**src/rtl/core/ps2mt_pkg.sv**
```systemverilog
package ps2mt_pkg;

	localparam int CFG_W     = 13;
	localparam int CFG_IDX_W = 1;

	localparam logic [CFG_IDX_W-1:0] REG_BOUNDS_WIDTH  = 1'd0;
	localparam logic [CFG_IDX_W-1:0] REG_BOUNDS_HEIGHT = 1'd1;

	localparam int DEF_WIDTH  = 1024;
	localparam int DEF_HEIGHT = 768;

	localparam int MAX_DIMENSION_DEF = 4096;
	localparam int COUNTER_BITS_DEF  = 32;

	localparam logic [7:0] ST_OUT_FULL = 8'h01;
	localparam logic [7:0] ST_AUX      = 8'h20;
	localparam logic [7:0] B0_SYNC     = 8'h08;
	localparam logic [7:0] B0_OVERFLOW = 8'hC0;

	localparam logic EVT_MOVE   = 1'b0;
	localparam logic EVT_BUTTON = 1'b1;

	localparam logic [1:0] BTN_NONE   = 2'd0;
	localparam logic [1:0] BTN_LEFT   = 2'd1;
	localparam logic [1:0] BTN_RIGHT  = 2'd2;
	localparam logic [1:0] BTN_MIDDLE = 2'd3;

	typedef enum logic [1:0] {
		POS_FIRST  = 2'd0,
		POS_SECOND = 2'd1,
		POS_LAST   = 2'd2
	} byte_pos_t;

	typedef struct packed {
		logic [2:0] buttons;
		logic [7:0] dx;
		logic [7:0] dy;
	} pkt_t;

	typedef struct packed {
		logic drop;
		logic pkt_valid;
		pkt_t pkt;
	} asm_link_t;

endpackage

```
**src/rtl/core/ps2mt_ifs.sv**
```systemverilog
interface ps2mt_rx_if;
	logic       valid;
	logic       ready;
	logic [7:0] status_byte;
	logic [7:0] data_byte;

	modport source (output valid, status_byte, data_byte, input ready);
	modport sink (input valid, status_byte, data_byte, output ready);
endinterface

interface ps2mt_evt_if;
	logic              valid;
	logic              ready;
	logic              event_kind;
	logic [11:0]       pointer_x;
	logic [11:0]       pointer_y;
	logic signed [7:0] move_dx;
	logic signed [8:0] move_dy;
	logic [1:0]        button_id;
	logic              button_down;
	logic [31:0]       good_packets;
	logic [31:0]       dropped_items;
	logic [31:0]       button_events;
	logic              last;

	modport source (output valid, event_kind, pointer_x, pointer_y, move_dx, move_dy,
		button_id, button_down, good_packets, dropped_items, button_events, last,
		input ready);
	modport sink (input valid, event_kind, pointer_x, pointer_y, move_dx, move_dy,
		button_id, button_down, good_packets, dropped_items, button_events, last,
		output ready);
endinterface

```
**src/rtl/core/ps2mt_cfg.sv**
```systemverilog
module ps2mt_cfg import ps2mt_pkg::*; #(
	parameter int MAX_DIMENSION = MAX_DIMENSION_DEF,
	localparam int POS_W = $clog2(MAX_DIMENSION)
) (
	input  logic                 clk,
	input  logic                 arst_n,
	input  logic                 cfg_we,
	input  logic [CFG_IDX_W-1:0] cfg_index,
	input  logic [CFG_W-1:0]     cfg_wdata,
	output logic [POS_W-1:0]     lim_x,
	output logic [POS_W-1:0]     lim_y
);

	localparam int BND_W = $clog2(MAX_DIMENSION + 1);
	localparam int CMP_W = (BND_W > CFG_W) ? BND_W : CFG_W;

	logic [CFG_W-1:0] width_q;
	logic [CFG_W-1:0] height_q;
	logic [POS_W-1:0] lim_x_q;
	logic [POS_W-1:0] lim_y_q;

	// highest allowed cursor coordinate for a bound register
	function automatic logic [POS_W-1:0] limit_of(input logic [CFG_W-1:0] r, input int dflt);
		logic [CMP_W-1:0] v;
		v = (r == '0) ? CMP_W'(dflt) : CMP_W'(r);
		if (v > CMP_W'(MAX_DIMENSION)) begin
			v = CMP_W'(MAX_DIMENSION);
		end
		return POS_W'(v - 1'b1);
	endfunction

	always_ff @(posedge clk or negedge arst_n) begin
		if (!arst_n) begin
			width_q  <= CFG_W'(DEF_WIDTH);
			height_q <= CFG_W'(DEF_HEIGHT);
			lim_x_q  <= limit_of(CFG_W'(DEF_WIDTH), DEF_WIDTH);
			lim_y_q  <= limit_of(CFG_W'(DEF_HEIGHT), DEF_HEIGHT);
		end else begin
			if (cfg_we) begin
				case (cfg_index)
					REG_BOUNDS_WIDTH:  width_q  <= cfg_wdata;
					REG_BOUNDS_HEIGHT: height_q <= cfg_wdata;
					default: ;
				endcase
			end
			lim_x_q <= limit_of(width_q, DEF_WIDTH);
			lim_y_q <= limit_of(height_q, DEF_HEIGHT);
		end
	end

	assign lim_x = lim_x_q;
	assign lim_y = lim_y_q;

endmodule

```
**src/rtl/core/ps2mt_asm.sv**
```systemverilog
module ps2mt_asm import ps2mt_pkg::*; (
	input  logic        clk,
	input  logic        arst_n,
	ps2mt_rx_if.sink    rx,
	input  logic        pkt_ready,
	output asm_link_t   link
);

	logic       valid_s1;
	logic [7:0] status_s1;
	logic [7:0] data_s1;
	byte_pos_t  pos_q;
	byte_pos_t  pos_next;
	logic [7:0] b0_q;
	logic [7:0] dx_q;
	logic       byte_ok;
	logic       pkt_end;
	logic       overflow;
	logic       advance;

	always_comb begin
		byte_ok  = ((status_s1 & (ST_OUT_FULL | ST_AUX)) == (ST_OUT_FULL | ST_AUX))
			&& (pos_q != POS_FIRST || (data_s1 & B0_SYNC) != 8'd0);
		pkt_end  = byte_ok && pos_q == POS_LAST;
		overflow = (b0_q & B0_OVERFLOW) != 8'd0;
		link.drop        = valid_s1 && (!byte_ok || (pkt_end && overflow));
		link.pkt_valid   = valid_s1 && pkt_end && !overflow;
		link.pkt.buttons = b0_q[2:0];
		link.pkt.dx      = dx_q;
		link.pkt.dy      = data_s1;
		advance = valid_s1 && (!link.pkt_valid || pkt_ready);
	end

	always_comb begin
		pos_next = pos_q;
		if (advance && byte_ok) begin
			case (pos_q)
				POS_FIRST:  pos_next = POS_SECOND;
				POS_SECOND: pos_next = POS_LAST;
				default:    pos_next = POS_FIRST;
			endcase
		end
	end

	assign rx.ready = !valid_s1 || advance;

	always_ff @(posedge clk or negedge arst_n) begin
		if (!arst_n) begin
			valid_s1 <= 1'b0;
			pos_q    <= POS_FIRST;
		end else begin
			if (rx.ready) begin
				valid_s1 <= rx.valid;
			end
			pos_q <= pos_next;
		end
	end

	always_ff @(posedge clk) begin
		if (rx.valid && rx.ready) begin
			status_s1 <= rx.status_byte;
			data_s1   <= rx.data_byte;
		end
		if (advance && byte_ok && pos_q == POS_FIRST) begin
			b0_q <= data_s1;
		end
		if (advance && byte_ok && pos_q == POS_SECOND) begin
			dx_q <= data_s1;
		end
	end

endmodule

```
**src/rtl/core/ps2mt_emit.sv**
```systemverilog
module ps2mt_emit import ps2mt_pkg::*; #(
	parameter int MAX_DIMENSION = MAX_DIMENSION_DEF,
	parameter int COUNTER_BITS  = COUNTER_BITS_DEF,
	localparam int POS_W = $clog2(MAX_DIMENSION)
) (
	input  logic             clk,
	input  logic             arst_n,
	input  asm_link_t        link,
	output logic             pkt_ready,
	input  logic [POS_W-1:0] lim_x,
	input  logic [POS_W-1:0] lim_y,
	ps2mt_evt_if.source      evt
);

	localparam int SUM_W = ((POS_W > 8) ? POS_W : 8) + 2;
	localparam int DEF_W_EFF = (DEF_WIDTH > MAX_DIMENSION) ? MAX_DIMENSION : DEF_WIDTH;
	localparam int DEF_H_EFF = (DEF_HEIGHT > MAX_DIMENSION) ? MAX_DIMENSION : DEF_HEIGHT;
	localparam int RST_X = (DEF_WIDTH / 2 > DEF_W_EFF - 1) ? DEF_W_EFF - 1 : DEF_WIDTH / 2;
	localparam int RST_Y = (DEF_HEIGHT / 2 > DEF_H_EFF - 1) ? DEF_H_EFF - 1 : DEF_HEIGHT / 2;

	logic [POS_W-1:0]        pos_x_q;
	logic [POS_W-1:0]        pos_y_q;
	logic [2:0]              held_q;
	logic [2:0]              pend_q;
	logic [COUNTER_BITS-1:0] good_cnt_q;
	logic [COUNTER_BITS-1:0] drop_cnt_q;
	logic [COUNTER_BITS-1:0] btn_cnt_q;
	logic                    valid_q;
	logic                    kind_q;
	logic [11:0]             cx_q;
	logic [11:0]             cy_q;
	logic signed [7:0]       dx_q;
	logic signed [8:0]       dy_q;
	logic [1:0]              id_q;
	logic                    down_q;
	logic [31:0]             good_q;
	logic [31:0]             drop_q;
	logic [31:0]             bev_q;
	logic                    last_q;

	logic [POS_W-1:0]        base_x;
	logic [POS_W-1:0]        base_y;
	logic signed [8:0]       dy_neg;
	logic signed [SUM_W-1:0] sum_x;
	logic signed [SUM_W-1:0] sum_y;
	logic [POS_W-1:0]        new_x;
	logic [POS_W-1:0]        new_y;
	logic [2:0]              changed;
	logic [2:0]              sel;
	logic [1:0]              sel_id;
	logic [COUNTER_BITS-1:0] good_inc;
	logic [COUNTER_BITS-1:0] drop_inc;
	logic [COUNTER_BITS-1:0] btn_inc;
	logic                    out_free;
	logic                    load_btn;
	logic                    load_pkt;

	function automatic logic [POS_W-1:0] clamp_pos(input logic signed [SUM_W-1:0] s,
		input logic [POS_W-1:0] lim);
		logic [POS_W-1:0] r;
		if (s < 0) begin
			r = '0;
		end else if (s > $signed(SUM_W'(lim))) begin
			r = lim;
		end else begin
			r = POS_W'(s);
		end
		return r;
	endfunction

	always_comb begin
		// cursor pulled inside the bounds after a bounds write
		base_x = (pos_x_q > lim_x) ? lim_x : pos_x_q;
		base_y = (pos_y_q > lim_y) ? lim_y : pos_y_q;
		dy_neg = 9'sd0 - $signed({link.pkt.dy[7], link.pkt.dy});
		sum_x  = $signed(SUM_W'(base_x)) + SUM_W'($signed(link.pkt.dx));
		sum_y  = $signed(SUM_W'(base_y)) + SUM_W'(dy_neg);
		new_x  = clamp_pos(sum_x, lim_x);
		new_y  = clamp_pos(sum_y, lim_y);
		changed = held_q ^ link.pkt.buttons;

		sel    = 3'b000;
		sel_id = BTN_NONE;
		if (pend_q[0]) begin
			sel    = 3'b001;
			sel_id = BTN_LEFT;
		end else if (pend_q[1]) begin
			sel    = 3'b010;
			sel_id = BTN_RIGHT;
		end else if (pend_q[2]) begin
			sel    = 3'b100;
			sel_id = BTN_MIDDLE;
		end

		good_inc = (good_cnt_q == '1) ? good_cnt_q : good_cnt_q + 1'b1;
		drop_inc = (drop_cnt_q == '1) ? drop_cnt_q : drop_cnt_q + 1'b1;
		btn_inc  = (btn_cnt_q == '1) ? btn_cnt_q : btn_cnt_q + 1'b1;

		out_free  = !valid_q || evt.ready;
		load_btn  = out_free && pend_q != 3'd0;
		pkt_ready = out_free && pend_q == 3'd0;
		load_pkt  = link.pkt_valid && pkt_ready;
	end

	always_ff @(posedge clk or negedge arst_n) begin
		if (!arst_n) begin
			valid_q    <= 1'b0;
			pend_q     <= 3'd0;
			held_q     <= 3'd0;
			pos_x_q    <= POS_W'(RST_X);
			pos_y_q    <= POS_W'(RST_Y);
			good_cnt_q <= '0;
			drop_cnt_q <= '0;
			btn_cnt_q  <= '0;
		end else begin
			if (load_btn) begin
				valid_q   <= 1'b1;
				pend_q    <= pend_q & ~sel;
				btn_cnt_q <= btn_inc;
			end else if (load_pkt) begin
				valid_q    <= 1'b1;
				pend_q     <= changed;
				held_q     <= link.pkt.buttons;
				good_cnt_q <= good_inc;
			end else if (evt.ready) begin
				valid_q <= 1'b0;
			end
			pos_x_q <= load_pkt ? new_x : base_x;
			pos_y_q <= load_pkt ? new_y : base_y;
			if (link.drop) begin
				drop_cnt_q <= drop_inc;
			end
		end
	end

	always_ff @(posedge clk) begin
		if (load_btn) begin
			kind_q <= EVT_BUTTON;
			dx_q   <= '0;
			dy_q   <= '0;
			id_q   <= sel_id;
			down_q <= |(held_q & sel);
			bev_q  <= 32'(btn_inc);
			last_q <= (pend_q & ~sel) == 3'd0;
		end else if (load_pkt) begin
			kind_q <= EVT_MOVE;
			cx_q   <= 12'(new_x);
			cy_q   <= 12'(new_y);
			dx_q   <= $signed(link.pkt.dx);
			dy_q   <= dy_neg;
			id_q   <= BTN_NONE;
			down_q <= 1'b0;
			good_q <= 32'(good_inc);
			drop_q <= 32'(drop_cnt_q);
			bev_q  <= 32'(btn_cnt_q);
			last_q <= changed == 3'd0;
		end
	end

	assign evt.valid         = valid_q;
	assign evt.event_kind    = kind_q;
	assign evt.pointer_x     = cx_q;
	assign evt.pointer_y     = cy_q;
	assign evt.move_dx       = dx_q;
	assign evt.move_dy       = dy_q;
	assign evt.button_id     = id_q;
	assign evt.button_down   = down_q;
	assign evt.good_packets  = good_q;
	assign evt.dropped_items = drop_q;
	assign evt.button_events = bev_q;
	assign evt.last          = last_q;

`ifndef SYNTH
	a_pend_shown: assert property (@(posedge clk) disable iff (!arst_n)
		pend_q != 3'd0 |-> valid_q)
		else $error("button events pending without a result on the output");

	a_packet_continues: assert property (@(posedge clk) disable iff (!arst_n)
		evt.valid && evt.ready && !evt.last |=> evt.valid && evt.event_kind == EVT_BUTTON)
		else $error("packet ended without its last beat");

	a_button_fields: assert property (@(posedge clk) disable iff (!arst_n)
		evt.valid && evt.event_kind == EVT_BUTTON |->
			evt.move_dx == 8'sd0 && evt.move_dy == 9'sd0 && evt.button_id != BTN_NONE)
		else $error("button beat carries movement or no button");

	a_move_first: assert property (@(posedge clk) disable iff (!arst_n)
		load_pkt |=> evt.valid && evt.event_kind == EVT_MOVE && evt.button_id == BTN_NONE)
		else $error("packet did not start with a move beat");
`endif

endmodule

```
**src/rtl/core/ps2_mouse_packet_tracker.sv**
```systemverilog
// path: a byte completing a good packet is registered at the input, and its move beat is then
//   loaded into the single output register, followed by one button beat per changed button
// throughput: one byte per cycle, but a completing byte waits while that register is busy
// reset: arst_n clears position, buttons, counters and bounds to their defaults at once;
//   no clearing pass is needed
module ps2_mouse_packet_tracker import ps2mt_pkg::*; #(
	parameter int MAX_DIMENSION = MAX_DIMENSION_DEF,
	parameter int COUNTER_BITS  = COUNTER_BITS_DEF
) (
	input  logic                 clk,
	input  logic                 arst_n,
	ps2mt_rx_if.sink             rx,
	ps2mt_evt_if.source          evt,
	input  logic                 cfg_we,
	input  logic [CFG_IDX_W-1:0] cfg_index,
	input  logic [CFG_W-1:0]     cfg_wdata
);

	localparam int POS_W = $clog2(MAX_DIMENSION);

	logic [POS_W-1:0] lim_x;
	logic [POS_W-1:0] lim_y;
	asm_link_t        link;
	logic             pkt_ready;

	ps2mt_cfg #(
		.MAX_DIMENSION(MAX_DIMENSION)
	) u_cfg (
		.clk      (clk),
		.arst_n   (arst_n),
		.cfg_we   (cfg_we),
		.cfg_index(cfg_index),
		.cfg_wdata(cfg_wdata),
		.lim_x    (lim_x),
		.lim_y    (lim_y)
	);

	ps2mt_asm u_asm (
		.clk      (clk),
		.arst_n   (arst_n),
		.rx       (rx),
		.pkt_ready(pkt_ready),
		.link     (link)
	);

	ps2mt_emit #(
		.MAX_DIMENSION(MAX_DIMENSION),
		.COUNTER_BITS (COUNTER_BITS)
	) u_emit (
		.clk      (clk),
		.arst_n   (arst_n),
		.link     (link),
		.pkt_ready(pkt_ready),
		.lim_x    (lim_x),
		.lim_y    (lim_y),
		.evt      (evt)
	);

endmodule

```
**src/flat_wrapper.sv**
```systemverilog
// flat-port wrapper written by rule: the top's interface ports become plain ports
module ps2_mouse_packet_tracker_flat import ps2mt_pkg::*;
#(
	parameter int MAX_DIMENSION = MAX_DIMENSION_DEF,
	parameter int COUNTER_BITS  = COUNTER_BITS_DEF
)
  (clk, arst_n, cfg_we, cfg_index, cfg_wdata, rx_valid, rx_status_byte, rx_data_byte, rx_ready, evt_valid, evt_event_kind, evt_pointer_x, evt_pointer_y, evt_move_dx, evt_move_dy, evt_button_id, evt_button_down, evt_good_packets, evt_dropped_items, evt_button_events, evt_last, evt_ready);
  ps2mt_rx_if rx_i ();
  ps2mt_evt_if evt_i ();
  input  logic clk;
  input  logic arst_n;
  input  logic cfg_we;
  input  logic [CFG_IDX_W-1:0] cfg_index;
  input  logic [CFG_W-1:0] cfg_wdata;
  input wire logic [$bits(rx_i.valid)-1:0] rx_valid;
  input wire logic [$bits(rx_i.status_byte)-1:0] rx_status_byte;
  input wire logic [$bits(rx_i.data_byte)-1:0] rx_data_byte;
  output wire logic [$bits(rx_i.ready)-1:0] rx_ready;
  output wire logic [$bits(evt_i.valid)-1:0] evt_valid;
  output wire logic [$bits(evt_i.event_kind)-1:0] evt_event_kind;
  output wire logic [$bits(evt_i.pointer_x)-1:0] evt_pointer_x;
  output wire logic [$bits(evt_i.pointer_y)-1:0] evt_pointer_y;
  output wire logic [$bits(evt_i.move_dx)-1:0] evt_move_dx;
  output wire logic [$bits(evt_i.move_dy)-1:0] evt_move_dy;
  output wire logic [$bits(evt_i.button_id)-1:0] evt_button_id;
  output wire logic [$bits(evt_i.button_down)-1:0] evt_button_down;
  output wire logic [$bits(evt_i.good_packets)-1:0] evt_good_packets;
  output wire logic [$bits(evt_i.dropped_items)-1:0] evt_dropped_items;
  output wire logic [$bits(evt_i.button_events)-1:0] evt_button_events;
  output wire logic [$bits(evt_i.last)-1:0] evt_last;
  input wire logic [$bits(evt_i.ready)-1:0] evt_ready;
  assign rx_i.valid = rx_valid;
  assign rx_i.status_byte = rx_status_byte;
  assign rx_i.data_byte = rx_data_byte;
  assign rx_ready = rx_i.ready;
  assign evt_valid = evt_i.valid;
  assign evt_event_kind = evt_i.event_kind;
  assign evt_pointer_x = evt_i.pointer_x;
  assign evt_pointer_y = evt_i.pointer_y;
  assign evt_move_dx = evt_i.move_dx;
  assign evt_move_dy = evt_i.move_dy;
  assign evt_button_id = evt_i.button_id;
  assign evt_button_down = evt_i.button_down;
  assign evt_good_packets = evt_i.good_packets;
  assign evt_dropped_items = evt_i.dropped_items;
  assign evt_button_events = evt_i.button_events;
  assign evt_last = evt_i.last;
  assign evt_i.ready = evt_ready;
  ps2_mouse_packet_tracker #(.MAX_DIMENSION(MAX_DIMENSION), .COUNTER_BITS(COUNTER_BITS)) u_core (.clk(clk), .arst_n(arst_n), .rx(rx_i), .evt(evt_i), .cfg_we(cfg_we), .cfg_index(cfg_index), .cfg_wdata(cfg_wdata));
endmodule
```
**config.mk**
```make
export PLATFORM = sky130hd
export DESIGN_NAME = ps2_mouse_packet_tracker_flat
export DESIGN_NICKNAME = d
export VERILOG_FILES = /design/src/rtl/core/ps2mt_pkg.sv /design/src/rtl/core/ps2mt_ifs.sv /design/src/rtl/core/ps2mt_cfg.sv /design/src/rtl/core/ps2mt_asm.sv /design/src/rtl/core/ps2mt_emit.sv /design/src/rtl/core/ps2_mouse_packet_tracker.sv /design/src/flat_wrapper.sv
export SDC_FILE = /design/constraint.sdc
export NUM_CORES = 1
export LEC_CHECK = 0
export ABC_CLOCK_PERIOD_IN_PS = 12800
export BUFFER_PORTS_ARGS = -buffer_cell sky130_fd_sc_hd__buf_2
export CAP_MARGIN = 40
export CORE_MARGIN = 1.5
export CORE_UTILIZATION = 50
export DETAILED_ROUTE_END_ITERATION = 10
export GPL_TIMING_DRIVEN = 0
export HOLD_SLACK_MARGIN = 0.15
export PLACE_DENSITY = 0.68
export SETUP_SLACK_MARGIN = 0.3
export SLEW_MARGIN = 0
export SYNTH_ARGS = -nofsm -noshare
export SYNTH_HDL_FRONTEND = slang
export SYNTH_SLANG_ARGS = --single-unit
export TNS_END_PERCENT = 5
```
**constraint.sdc**
```tcl
create_clock -name clk -period 12.8 [get_ports clk]
set_input_delay 1.92 -clock clk [delete_from_list [all_inputs] [get_ports clk]]
set_output_delay 1.92 -clock clk [all_outputs]
set_load 0.05 [all_outputs]
```
# After elaboration in Yosys (flattened, before gate mapping)
# Index checks and enable logic that the tools add are counted.
# totals
ff_bits	352
out_inout_bits	144
mem_bits_ro	0
inputBits	35
ram_bits	0
mem_count	0
latchBits	0
word_cells	132
# classes
n_div	0
n_eq_ne	6
n_bitwise	7
multipliers	0
n_mux	34
reduce_logical	40
shifts	0
order_cmp	8
n_addsub	8
# op_table
cell	n
32-bit 2-to-1 mux	4
12-bit 2-to-1 mux	10
32-bit by 1-bit adder with 32-bit output, second input constant	3
32-bit equality test, second input constant	3
14-bit by 13-bit greater-than comparator with 1-bit output	2
14-bit by 1-bit less-than comparator with 1-bit output, second input constant	2
13-bit greater-than comparator, second input constant	2
13-bit zero test	2
13-bit 2-to-1 mux	2
12-bit greater-than comparator	2
12-bit by 1-bit subtractor with 12-bit output, second input constant	2
3-bit 2-to-1 mux	5
13-bit by 8-bit adder with 14-bit output	1
13-bit by 9-bit adder with 14-bit output	1
1-bit logical AND	14
2-bit 2-to-1 mux	5
3-bit zero test	3
1-bit by 8-bit subtractor with 9-bit output, first input constant	1
2-bit AND reduction	4
8-bit nonzero test	1
1-bit 2-to-1 mux	7
3-bit AND	2
3-bit nonzero test	2
1-bit zero test	5
10 further kinds	18

# Longest topological paths before layout
# Gate-level depths: netlist (run 1).
# logic_depth
ltp_word	11
depth_mapped	26
mapped_depth_nobuf	24

# Cells and area by module
# A second synthesis (run 1) with hierarchy kept.
# unflattened
hier_cells	1400
hier_area_um2	16518.3
# modules_own_cells
module	instances	seq_area_each_um2	cells_each	area_per_inst_um2
ps2mt_emit	1	7265.7	1172	13384.1
ps2mt_cfg	1	1278.7	183	2222.1
ps2mt_asm	1	765.7	45	912.1

# Least setup slack after synthesis (run 1)
# No wires, ideal clock.
# synth_timing
kind	input -> register
from	input evt_ready
to	register u_core.u_emit.drop_q[0], in the netlist u_core.u_emit.evt.dropped_items[0] (enable)
arrival_ns	5.349
required_ns	12.314
path_buffers	2
stages	6
setup_slack_ns	6.965
cell_sequence	nand2b_1 -> nand2_1 -> or2_2 -> clkbuf_1 -> clkinv_1 -> clkbuf_1
# synth_via
elab_chain_cells	4
word_cells_on_any_way	6
cone_classes	1 x bitwise; 5 x reduce/logical
# synth_lines
item	line_no	source
from (decl)	flat_wrapper.sv:31	input wire logic [$bits(evt_i.ready)-1:0] evt_ready;
1-bit logical OR *	ps2mt_emit.sv:99	out_free = !valid_q || evt.ready;
1-bit logical AND (on tied branches)	ps2mt_emit.sv:101, ps2mt_emit.sv:100	
1-bit logical AND / 1-bit inverter (equally long branches)	n/a	
2-bit AND reduction (no line) *	n/a	
to (signal assigned)	ps2mt_emit.sv:154	drop_q <= 32'(drop_cnt_q);
to (decl)	ps2mt_emit.sv:37	logic [31:0] drop_q;
# Every way passes the cells marked *; elsewhere a longest branch is shown, timed or not.
# A chain may end at the register's enable or synchronous reset.

# Worst setup path after layout (run 1)
# layout_timing
from	register u_core.u_cfg.lim_x_q[5], in the netlist u_core.u_cfg.lim_x[5]
to	register u_core.u_emit.cx_q[2], in the netlist u_core.u_emit.evt.pointer_x[2] (data pin)
# layout_via
elab_chain_cells	6
word_cells_on_any_way	7
cone_classes	1 x add/sub; 3 x order compare; 3 x mux
# layout_lines
item	line_no	source
from (decl)	ps2mt_cfg.sv:19	logic [POS_W-1:0] lim_x_q;
from (signal assigned)	ps2mt_cfg.sv:36	lim_x_q <= limit_of(CFG_W'(DEF_WIDTH), DEF_WIDTH);
from (signal assigned)	ps2mt_cfg.sv:46	lim_x_q <= limit_of(width_q, DEF_WIDTH);
12-bit greater-than comparator	ps2mt_emit.sv:73	base_x = (pos_x_q > lim_x) ? lim_x : pos_x_q;
12-bit 2-to-1 mux	ps2mt_emit.sv:73	
13-bit by 8-bit adder with 14-bit output	ps2mt_emit.sv:76	sum_x = $signed(SUM_W'(base_x)) + SUM_W'($signed(link.pkt.dx));
14-bit by 13-bit greater-than comparator with 1-bit output	ps2mt_emit.sv:63	end else if (s > $signed(SUM_W'(lim))) begin
12-bit 2-to-1 mux	ps2mt_emit.sv:63	
12-bit 2-to-1 mux *	ps2mt_emit.sv:61	if (s < 0) begin
via u_core.u_emit.new_x[2]	ps2mt_emit.sv:46	logic [POS_W-1:0] new_x;
to (signal assigned)	ps2mt_emit.sv:147	cx_q <= 12'(new_x);
to (decl)	ps2mt_emit.sv:30	logic [11:0] cx_q;
# The timed path passes the listed nets; every way through them passes the cells marked *.

==> results of run 1 <==
==> power by group <==
| group | internal [uW] | leakage [uW] | switching [uW] | total (uW) |
|---|---|---|---|---|
| registers | 1310 | 0.00369 | 101 | 1410 |
| clock network | 612 | 0.000582 | 430 | 1040 |
| logic | 663 | 0.00388 | 921 | 1580 |
| total | 2580 | 0.00815 | 1450 | 4030 |
==> synthesized netlist by cell type, drive strengths merged, types with 3 or more instances <==
cell    count  area (sq um)
nand4      28         175.2
o21ai      55         275.3
nor2b       8         50.05
inv        54         202.7
nand3      70         365.4
o211ai      5         42.54
mux2       54         608.1
or2         5         31.28
nor3       39         200.2
nand2     143         536.8
nor4       16         112.6
o21a        7         52.55
and2        5         31.28
a31oi       4         25.02
a21oi      43         215.2
o21bai      5         37.54
ha         81          1013
and4        8         72.57
xor2       52         455.4
buf        10         56.31
and3       16         100.1
mux2i      24         240.2
edfxtp    147          4414
or3        11         73.82
dfrtp     155          3879
nor4b       4         35.03
xnor2     107         937.2
nand2b     21         131.4
a21o       16         120.1
dfstp      25         656.9
dfxtp      18         360.4
a211oi      4         30.03
o41ai       3         45.05
nor2      122         462.9
clkbuf     26         97.59
==> state kept, by name, summed over array words and instances (netlist names), 8 cells and up <==
| register | count |
|---|---|
| u_core.u_asm.data_s1 | 8 |
| u_core.u_asm.dx_q | 8 |
| u_core.u_cfg.height_q | 13 |
| u_core.u_cfg.lim_x | 12 |
| u_core.u_cfg.lim_y | 12 |
| u_core.u_cfg.width_q | 13 |
| u_core.u_emit.btn_cnt_q | 32 |
| u_core.u_emit.drop_cnt_q | 32 |
| u_core.u_emit.evt.button_events | 32 |
| u_core.u_emit.evt.dropped_items | 32 |
| u_core.u_emit.evt.good_packets | 32 |
| u_core.u_emit.evt.move_dx | 8 |
| u_core.u_emit.evt.move_dy | 9 |
| u_core.u_emit.evt.pointer_x | 12 |
| u_core.u_emit.evt.pointer_y | 12 |
| u_core.u_emit.good_cnt_q | 32 |
| u_core.u_emit.pos_x_q | 12 |
| u_core.u_emit.pos_y_q | 12 |
==> stage by stage <==
| step | total power, uW | setup slack (ps) |
|---|---|---|
| after detailed placement | 2988 | 5876 |
| after floorplan | 2607 | 6965 |
| after global placement | 2967 | 5175 |
| after global routing | 4304 | 5339 |
| final | 4033 | 5701 |
| after CTS | 4051 | 5818 |
==> worst max-delay path by stage <==
stage | from | to | depth (start not counted)
finish | u_core.u_cfg.lim_x[5] | u_core.u_emit.evt.pointer_x[2] | 25
CTS | u_core.u_cfg.lim_x[5] | u_core.u_emit.evt.pointer_x[1] | 25
global route | u_core.u_cfg.lim_x[5] | u_core.u_emit.evt.pointer_x[2] | 25
detailed placement | u_core.u_cfg.lim_x[5] | u_core.u_emit.evt.pointer_x[1] | 25
global placement | evt_ready | u_core.u_emit.evt.pointer_y[5] | 7
floorplan | evt_ready | u_core.u_emit.evt.dropped_items[0] | 6
==> metal layers <==
| metal | global-route usage | vias to the layer above |
|---|---|---|
| met5 | 0 | - |
| li1 | - | 5467 |
| met2 | 0.3526 | 280 |
| met1 | 0.3008 | 5421 |
| met3 | 0.03873 | 67 |
| met4 | 0.07377 | 2 |
==> cells in the final DEF (no fill, tap or decap), types with 18 or more instances in the layout <==
master / Yosys / final
sky130_fd_sc_hd__nand2_1: 143 / 143
sky130_fd_sc_hd__nand4_1: 28 / 28
sky130_fd_sc_hd__clkbuf_16: 0 / 38
sky130_fd_sc_hd__dfrtp_1: 155 / 155
sky130_fd_sc_hd__xor2_1: 52 / 52
sky130_fd_sc_hd__dfstp_2: 25 / 25
sky130_fd_sc_hd__a21oi_1: 43 / 43
sky130_fd_sc_hd__nand3_1: 67 / 67
sky130_fd_sc_hd__nor3_1: 38 / 38
sky130_fd_sc_hd__mux2i_1: 24 / 24
sky130_fd_sc_hd__clkbuf_1: 26 / 37
sky130_fd_sc_hd__xnor2_1: 107 / 107
sky130_fd_sc_hd__dfxtp_1: 18 / 18
sky130_fd_sc_hd__edfxtp_1: 147 / 147
sky130_fd_sc_hd__inv_1: 54 / 54
sky130_fd_sc_hd__mux2_2: 54 / 54
sky130_fd_sc_hd__ha_1: 81 / 81
sky130_fd_sc_hd__nand2b_1: 21 / 21
sky130_fd_sc_hd__buf_2: 6 / 178
sky130_fd_sc_hd__nor2_1: 120 / 120
sky130_fd_sc_hd__o21ai_0: 51 / 51
==> worst max-delay path: cells and delay by family (launching register included) <==
family	cells	cell delay [ps]
multiplexers	2	830
AO/OA/AOI/OAI	11	2370
adder cells (fa/ha/maj)	3	1020
XOR/XNOR	1	170
buffers and inverters	3	1120
flip-flops	1	590
AND/OR/NAND/NOR	5	700
==> kinds of logic after synthesis <==
kind of cell	after synthesis	share of synthesized area
flip-flops	345	0.5666
XOR/XNOR	159	0.08476
multiplexers	78	0.05163
adder cells (fa/ha/maj)	84	0.06473
AO/OA/AOI/OAI	163	0.06199
buffers and inverters	91	0.02193
AND/OR/NAND/NOR	503	0.1483
==> layout make-up <==
cell class	instances	area share
flip-flops and latches	345	0.4861
multi-input cells	987	0.3529
clock buffers	57	0.05703
repair buffers	178	0.05069
well taps	442	0.02887
inverters	55	0.01078
plain buffers	36	0.008230
clock inverters	11	0.005422
==> impl_results.rst, run 1 <==
.. list-table::
   :header-rows: 1

   * - Metric
     - Value
   * - Metal-1 WL
     - approximately 17 mm
   * - Number of setup violations in the final report
     - 0
   * - Number of max-cap violations
     - 0
   * - Total track usage
     - 0.2192
   * - Synthesized area
     - 16430 sq um
   * - Global-route wire length before repair
     - 58.15 mm
   * - Register-to-register setup slack
     - 5700 ps
   * - Launch instance of the worst min-delay path
     - u_core.u_emit.evt.move_dx[5]
   * - Met3 Routed Length
     - 1.994 mm
   * - Die Y
     - about 180 microns
   * - 1st-pass router iterations
     - 4
   * - Total vias in the final route
     - 11237
   * - Critical path data required time
     - between 10000 and 15000 ps
   * - Root Driver
     - sky130_fd_sc_hd__clkbuf_16
   * - Avg WL per Cell
     - 17.24 microns
   * - Final Hold Viols
     - 0
   * - Peak supply drop
     - between 0.1 and 0.15 mV
   * - Cells on worst reg2reg path
     - 25
   * - Total routed wirelength
     - 36.39 mm
   * - Hold buffers post-CTS
     - 0
   * - Number of setup buffers added after CTS
     - 0
   * - Sequential element share of the synthesized area
     - 0.5666
   * - Most used DFF post-synth
     - sky130_fd_sc_hd__dfrtp_1
   * - Maximum number of pins on one net before global-route repair
     - 106
   * - Standard-cell rows
     - 66
   * - Outcome
     - completed
   * - Final setup TNS
     - 0 ps
   * - Final GP Congestion
     - 0.9009
   * - Ratio of routed vias to standard cells
     - 5.323
   * - Wire length on met2
     - 16.68 mm
   * - RR Endpoint
     - u_core.u_emit.evt.pointer_x[2]
   * - Clock transition at the registers of the reported paths
     - 50 ps
   * - Number of H-tree levels
     - 2
   * - Yosys Warn Count
     - 0
   * - Min Hold Slack
     - 458.1 ps
   * - Resized cells post-CTS
     - 0
   * - Longest Clk Path Bufs
     - 3
   * - Total number of clock tree sinks
     - around 350
   * - Worst Hold Path Cells
     - 2
   * - Placement-stage cell area
     - between 15000 and 20000 sq um
   * - #FFs+latches synth
     - 345
   * - Initial core utilization
     - 0.5063
   * - Number of enable flip-flop cells after synthesis
     - 147
   * - Number of distinct library cells after synthesis
     - 72
   * - Filler instances
     - about 2800
   * - Half-perimeter wire length after detailed placement
     - 26.56 mm
   * - Slowest cell delay on critical path
     - about 640 ps
   * - Residual overflow from global routing
     - 0
   * - Post-Route Skew
     - 9.936 ps
   * - Final core utilization
     - 0.5902
   * - Synth-to-layout area growth
     - 16.58%
   * - Instance count after placement with tap cells included
     - 2043
   * - Number of diodes added for antenna fixing
     - 0
   * - Number of buffers added by the clock tree synthesis step
     - 37
   * - Residual antenna-violating net count after detailed routing
     - 0
   * - Post-layout instance count excluding filler cells
     - 2111
   * - Transition time at the pin with the least slew margin
     - around 910 ps
   * - Maximum clock frequency
     - 140.9 MHz
   * - Remaining routing DRC violations
     - 0
   * - Crit path max-delay cell type
     - sky130_fd_sc_hd__clkbuf_1
   * - Minimum clock period
     - a little over 7000 ps
   * - Arrival time reported for the critical path endpoint
     - 7350 ps
   * - Fin area
     - 19150 sq um
   * - Top routing layer in use
     - met5
   * - Setup repair after global routing missed its margin
     - false
   * - Die X
     - 184.3 microns
   * - Sequential Area
     - 9310 sq um
   * - Latest clock arrival within the worst-skew pair
     - roughly 530 ps
   * - Synthesized area per cell
     - 11.55 sq um
   * - Type of the worst setup path
     - flip-flop to flip-flop
   * - Crit path max fanout
     - 10
   * - DIE AREA
     - 33960 sq um
   * - Ports
     - around 180
   * - Detailed router's first-iteration violation count
     - 441
   * - Worst min-delay path category
     - flip-flop to flip-flop
   * - Relative slew slack
     - 0.3905
   * - Core Area
     - 32450 sq um
   * - Multi-input combinational cell area
     - 6760 sq um
   * - Startpoint type of the worst setup path
     - flip-flop
   * - CTS tree
     - yes
   * - Async set-or-reset flop fraction in the synthesized netlist
     - 0.5217
   * - Source of the worst register-to-register timing path
     - u_core.u_cfg.lim_x[5]
   * - Fin nets
     - 1758
   * - Net Count, Synth
     - 1541
   * - Worst hold path endpoint
     - u_core.u_emit.evt.move_dx[5]
   * - Number of antenna violations at the first check in global routing
     - 1
   * - Number of input and output port buffers inserted
     - between 150 and 200
   * - Number of cells produced by synthesis
     - 1423
   * - Share of the cycle needed by the critical path after routing
     - 0.5546
   * - Areal power density over the cells
     - 210.5 nW/um^2
   * - Reported leakage power
     - a little over 0.008 uW
   * - Via count of the first global-routing pass
     - 11066
   * - Final count of pins violating max slew
     - 0
   * - Critical Path End Type
     - flip-flop
   * - Share of final-layout standard cells stronger than drive strength 1
     - 0.2031
(Power assumes the default switching activity.)
==> inputs of run 2 (changes only) <==
- ABC_CLOCK_PERIOD_IN_PS: 12800 -> 6300
- PLACE_DENSITY: 0.68 -> 0.7
- clock period: 12.8 -> 6.3 ns (I/O delays scaled with it)
==> impl_results.rst, run 2 (synthesis gave the netlist of run 1 again) <==
.. list-table::
   :header-rows: 1

   * - Metric
     - Value
   * - Outcome
     - completed
   * - RR Endpoint
     - u_core.u_emit.evt.pointer_x[5]
   * - CTS tree
     - yes
   * - Core Area
     - 32450 sq um (unchanged)
   * - Remaining routing DRC violations
     - 0 (unchanged)
   * - Die Y
     - 184.3 microns (unchanged)
   * - Commonest cells after routing, fill and taps aside
     - sky130_fd_sc_hd__buf_2, sky130_fd_sc_hd__dfrtp_1, sky130_fd_sc_hd__edfxtp_1
   * - Number of setup violations in the final report
     - 0 (unchanged)
   * - Synth-to-layout area growth
     - 20.22%
   * - Critical path data required time
     - 6550 ps (-6500 ps)
   * - Startpoint type of the worst setup path
     - flip-flop
   * - Maximum clock frequency
     - 169.3 MHz (+20%)
   * - Transition time at the pin with the least slew margin
     - 845.0 ps (-60.90 ps)
   * - Total track usage
     - 0.2205 (+0.001280)
   * - Standard-cell rows
     - 66 (unchanged)
   * - Via count of the first global-routing pass
     - 11256 (+1.7%)
   * - Relative slew slack
     - 0.4323 (+0.04184)
   * - Most common cell after layout, fill and taps aside
     - sky130_fd_sc_hd__buf_2
   * - Cells on worst reg2reg path
     - 25 (unchanged)
   * - Share of final-layout standard cells stronger than drive strength 1
     - 0.2414 (+0.03828)
   * - Minimum clock period
     - 5908 ps (-1192 ps)
   * - Die X
     - 184.3 microns (unchanged)
   * - Number of antenna violations at the first check in global routing
     - 5 (+4)
   * - DIE AREA
     - 33960 sq um (unchanged)
   * - Share of power burned in registers
     - 0.322 (-0.027)
   * - Avg WL per Cell
     - 17.65 microns (+2.4%)
   * - Half-perimeter wire length after detailed placement
     - 27.07 mm (+1.9%)
   * - Number of H-tree levels
     - 2 (unchanged)
   * - Number of input and output port buffers inserted
     - 172 (unchanged)
   * - Reported leakage power
     - 0.008312 uW (+1.9%)
   * - Peak supply drop
     - 0.2646 mV (+110%)
   * - Maximum number of pins on one net before global-route repair
     - 109 (+2.8%)
   * - Residual overflow from global routing
     - 0 (unchanged)
   * - Clock transition at the registers of the reported paths
     - 60 ps (about the same)
   * - Hold buffers post-CTS
     - 0 (unchanged)
   * - Final core utilization
     - 0.6086 (+0.01843)
   * - Power share of the combinational group
     - 0.437 (+0.044)
   * - Worst slack, placed
     - -796.1 ps (-6672 ps)
   * - Switching share of total power
     - 0.3657 (+0.005840)
   * - Register-to-register setup slack
     - 390 ps (-5310 ps)
   * - Worst min-delay path category
     - primary input to asynchronous set/reset pin
   * - Switching component of the power
     - 3255 uW (+120%)
   * - Filler instances
     - 2641 (-4.0%)
   * - Number of buffers added by the clock tree synthesis step
     - 38 (+2.7%)
   * - Crit path max fanout
     - 5 (-5)
   * - Source of the worst register-to-register timing path
     - u_core.u_cfg.lim_x[9]
   * - Number of max-cap violations
     - 0 (unchanged)
   * - Final worst slack
     - 392.3 ps (-5308 ps)
   * - Ports
     - 179 (unchanged)
   * - Global-route wire length before repair
     - 58.33 mm (+0.31%)
   * - Internal Power
     - 5645 uW (+120%)
   * - Post-Route Skew
     - 11.10 ps (+1.159 ps)
   * - Type of the worst setup path
     - flip-flop to flip-flop
   * - 1st-pass router iterations
     - 5 (+1)
   * - Fin nets
     - 1774 (+0.91%)
   * - Latest clock arrival within the worst-skew pair
     - 520 ps (about the same)
   * - Longest Clk Path Bufs
     - 3 (unchanged)
   * - Areal power density over the cells
     - 450.5 nW/um^2 (+110%)
   * - Residual antenna-violating net count after detailed routing
     - 0 (unchanged)
   * - Setup repair after global routing missed its margin
     - true
   * - Total routed wirelength
     - 37.62 mm (+3.4%)
   * - Final GP Congestion
     - 0.9161 (+1.7%)
   * - Critical Path End Type
     - flip-flop
   * - Final count of pins violating max slew
     - 0 (unchanged)
   * - Arrival time reported for the critical path endpoint
     - 6150 ps (-1200 ps)
   * - Detailed router's first-iteration violation count
     - 564 (+28%)
   * - Total vias in the final route
     - 11470 (+2.1%)
   * - Total number of clock tree sinks
     - 345 (unchanged)
   * - Ratio of routed vias to standard cells
     - 5.382 (+1.1%)
   * - Root Driver
     - sky130_fd_sc_hd__clkbuf_16
   * - Proportion of power drawn by the clock network
     - 0.241 (-0.017)
   * - Initial core utilization
     - 0.5063 (unchanged)
   * - Final Hold Viols
     - 0 (unchanged)
   * - Share of the cycle needed by the critical path after routing
     - 0.9377 (+0.3831)
run 2: cell count changes in the layout (fill, tap and decap cells not counted), sizes merged:
| cell | delta |
|---|---|
| inv | +1 |
| diode | +3 |
| buf | +15 |
| clkbuf | -6 |
| clkinvlp | +1 |
| bufinv | +1 |
| clkinv | +5 |
run 2: how the worst max path moves through the flow:
stage	endpoint	cells past startpoint	slack [ps]	start
after floorplan	u_core.u_emit.evt.pointer_x[11]	25	600	u_core.u_cfg.lim_x[5]
after global routing	u_core.u_emit.evt.pointer_x[5]	25	250	u_core.u_cfg.lim_x[5]
after detailed placement	u_core.u_emit.evt.pointer_x[5]	23	-800	u_core.u_cfg.lim_x[9]
after CTS	u_core.u_emit.evt.pointer_y[1]	22	290	u_core.u_cfg.lim_y[9]
after global placement	u_core.u_emit.evt.pointer_x[5]	25	-890	u_core.u_cfg.lim_x[5]
final	u_core.u_emit.evt.pointer_x[5]	25	390	u_core.u_cfg.lim_x[9]
run 2: per-stage QoR:
| stage | cell area [sq um] | setup TNS (ps) | hold WS (ps) | total power [uW] | std cells |
|---|---|---|---|---|---|
| after floorplan | 16430 | 0 | 426.4 | 5297 | 1423 |
| after global placement | 17840 | -48330 | 440.6 | 6053 | 2037 |
| after detailed placement | 17980 | -15200 | 445.2 | 6107 | 2044 |
| after CTS | 19320 | 0 | 425.4 | 8439 | 2119 |
| after global routing | 19750 | 0 | 425.8 | 9432 | 2130 |
| final | 19750 | 0 | 400.9 | 8899 | 2131 |
run 2: critical path: stages (launching register included):
cell                        delay, ps
sky130_fd_sc_hd__dfstp_2          570
sky130_fd_sc_hd__inv_1            100
sky130_fd_sc_hd__ha_4             270
sky130_fd_sc_hd__nand4_1          190
sky130_fd_sc_hd__or2_4            310
sky130_fd_sc_hd__a31oi_4          300
sky130_fd_sc_hd__buf_8            160
sky130_fd_sc_hd__buf_6            100
sky130_fd_sc_hd__mux2_4           320
sky130_fd_sc_hd__ha_4             290
sky130_fd_sc_hd__o211ai_1         120
sky130_fd_sc_hd__o211ai_1         270
sky130_fd_sc_hd__nand2_1          130
sky130_fd_sc_hd__o211ai_1         230
sky130_fd_sc_hd__a21oi_2          100
sky130_fd_sc_hd__xnor2_2          250
sky130_fd_sc_hd__ha_1             300
sky130_fd_sc_hd__nand4_1          210
sky130_fd_sc_hd__nor2_1            90
sky130_fd_sc_hd__a211oi_2         180
sky130_fd_sc_hd__a21o_1           200
sky130_fd_sc_hd__nand3b_1         130
sky130_fd_sc_hd__o21ai_4          270
sky130_fd_sc_hd__clkbuf_16        240
sky130_fd_sc_hd__mux2i_4          250
sky130_fd_sc_hd__nor2_1            60
run 2: per-layer routing:
metal / track usage / wire length (microns) / vias to the layer above
met5: 0 / 11 / -
met4: 0.08754 / 1216 / 2
met3: 0.04288 / 2203 / 75
met2: 0.3462 / 17020 / 330
li1: - / - / 5516
met1: 0.3022 / 17160 / 5547
run 2: cell type report:
type                    instances  area, sq um  area share
clock inverters                19        168.9    0.008551
inverters                      55        206.4     0.01045
plain buffers                  36        186.4    0.009438
flip-flops and latches        345         9310      0.4713
clock buffers                  51         1051     0.05321
repair buffers                193         1126     0.05701
multi-input cells             987         7143      0.3616
well taps                     442        553.0     0.02800
diodes                          3        7.507   0.0003801
run 2: power groups by stage:
| stage | Clock [uW] | Sequential [uW] | Combinational (uW) |
|---|---|---|---|
| finish | 2140 | 2870 | 3890 |
| detailed placement | 0 | 2890 | 3220 |
| global placement | 0 | 2880 | 3170 |
| floorplan | 0 | 2940 | 2360 |
| global route | 2280 | 2890 | 4260 |
| CTS | 2190 | 2850 | 3400 |
run 2: repair_timing:
action,4_1_cts,5_1_grt
gates cloned,0,1
pin swaps,3,26
setup endpoints to repair,41,48
setup buffers,5,8
gates resized for setup,18,64
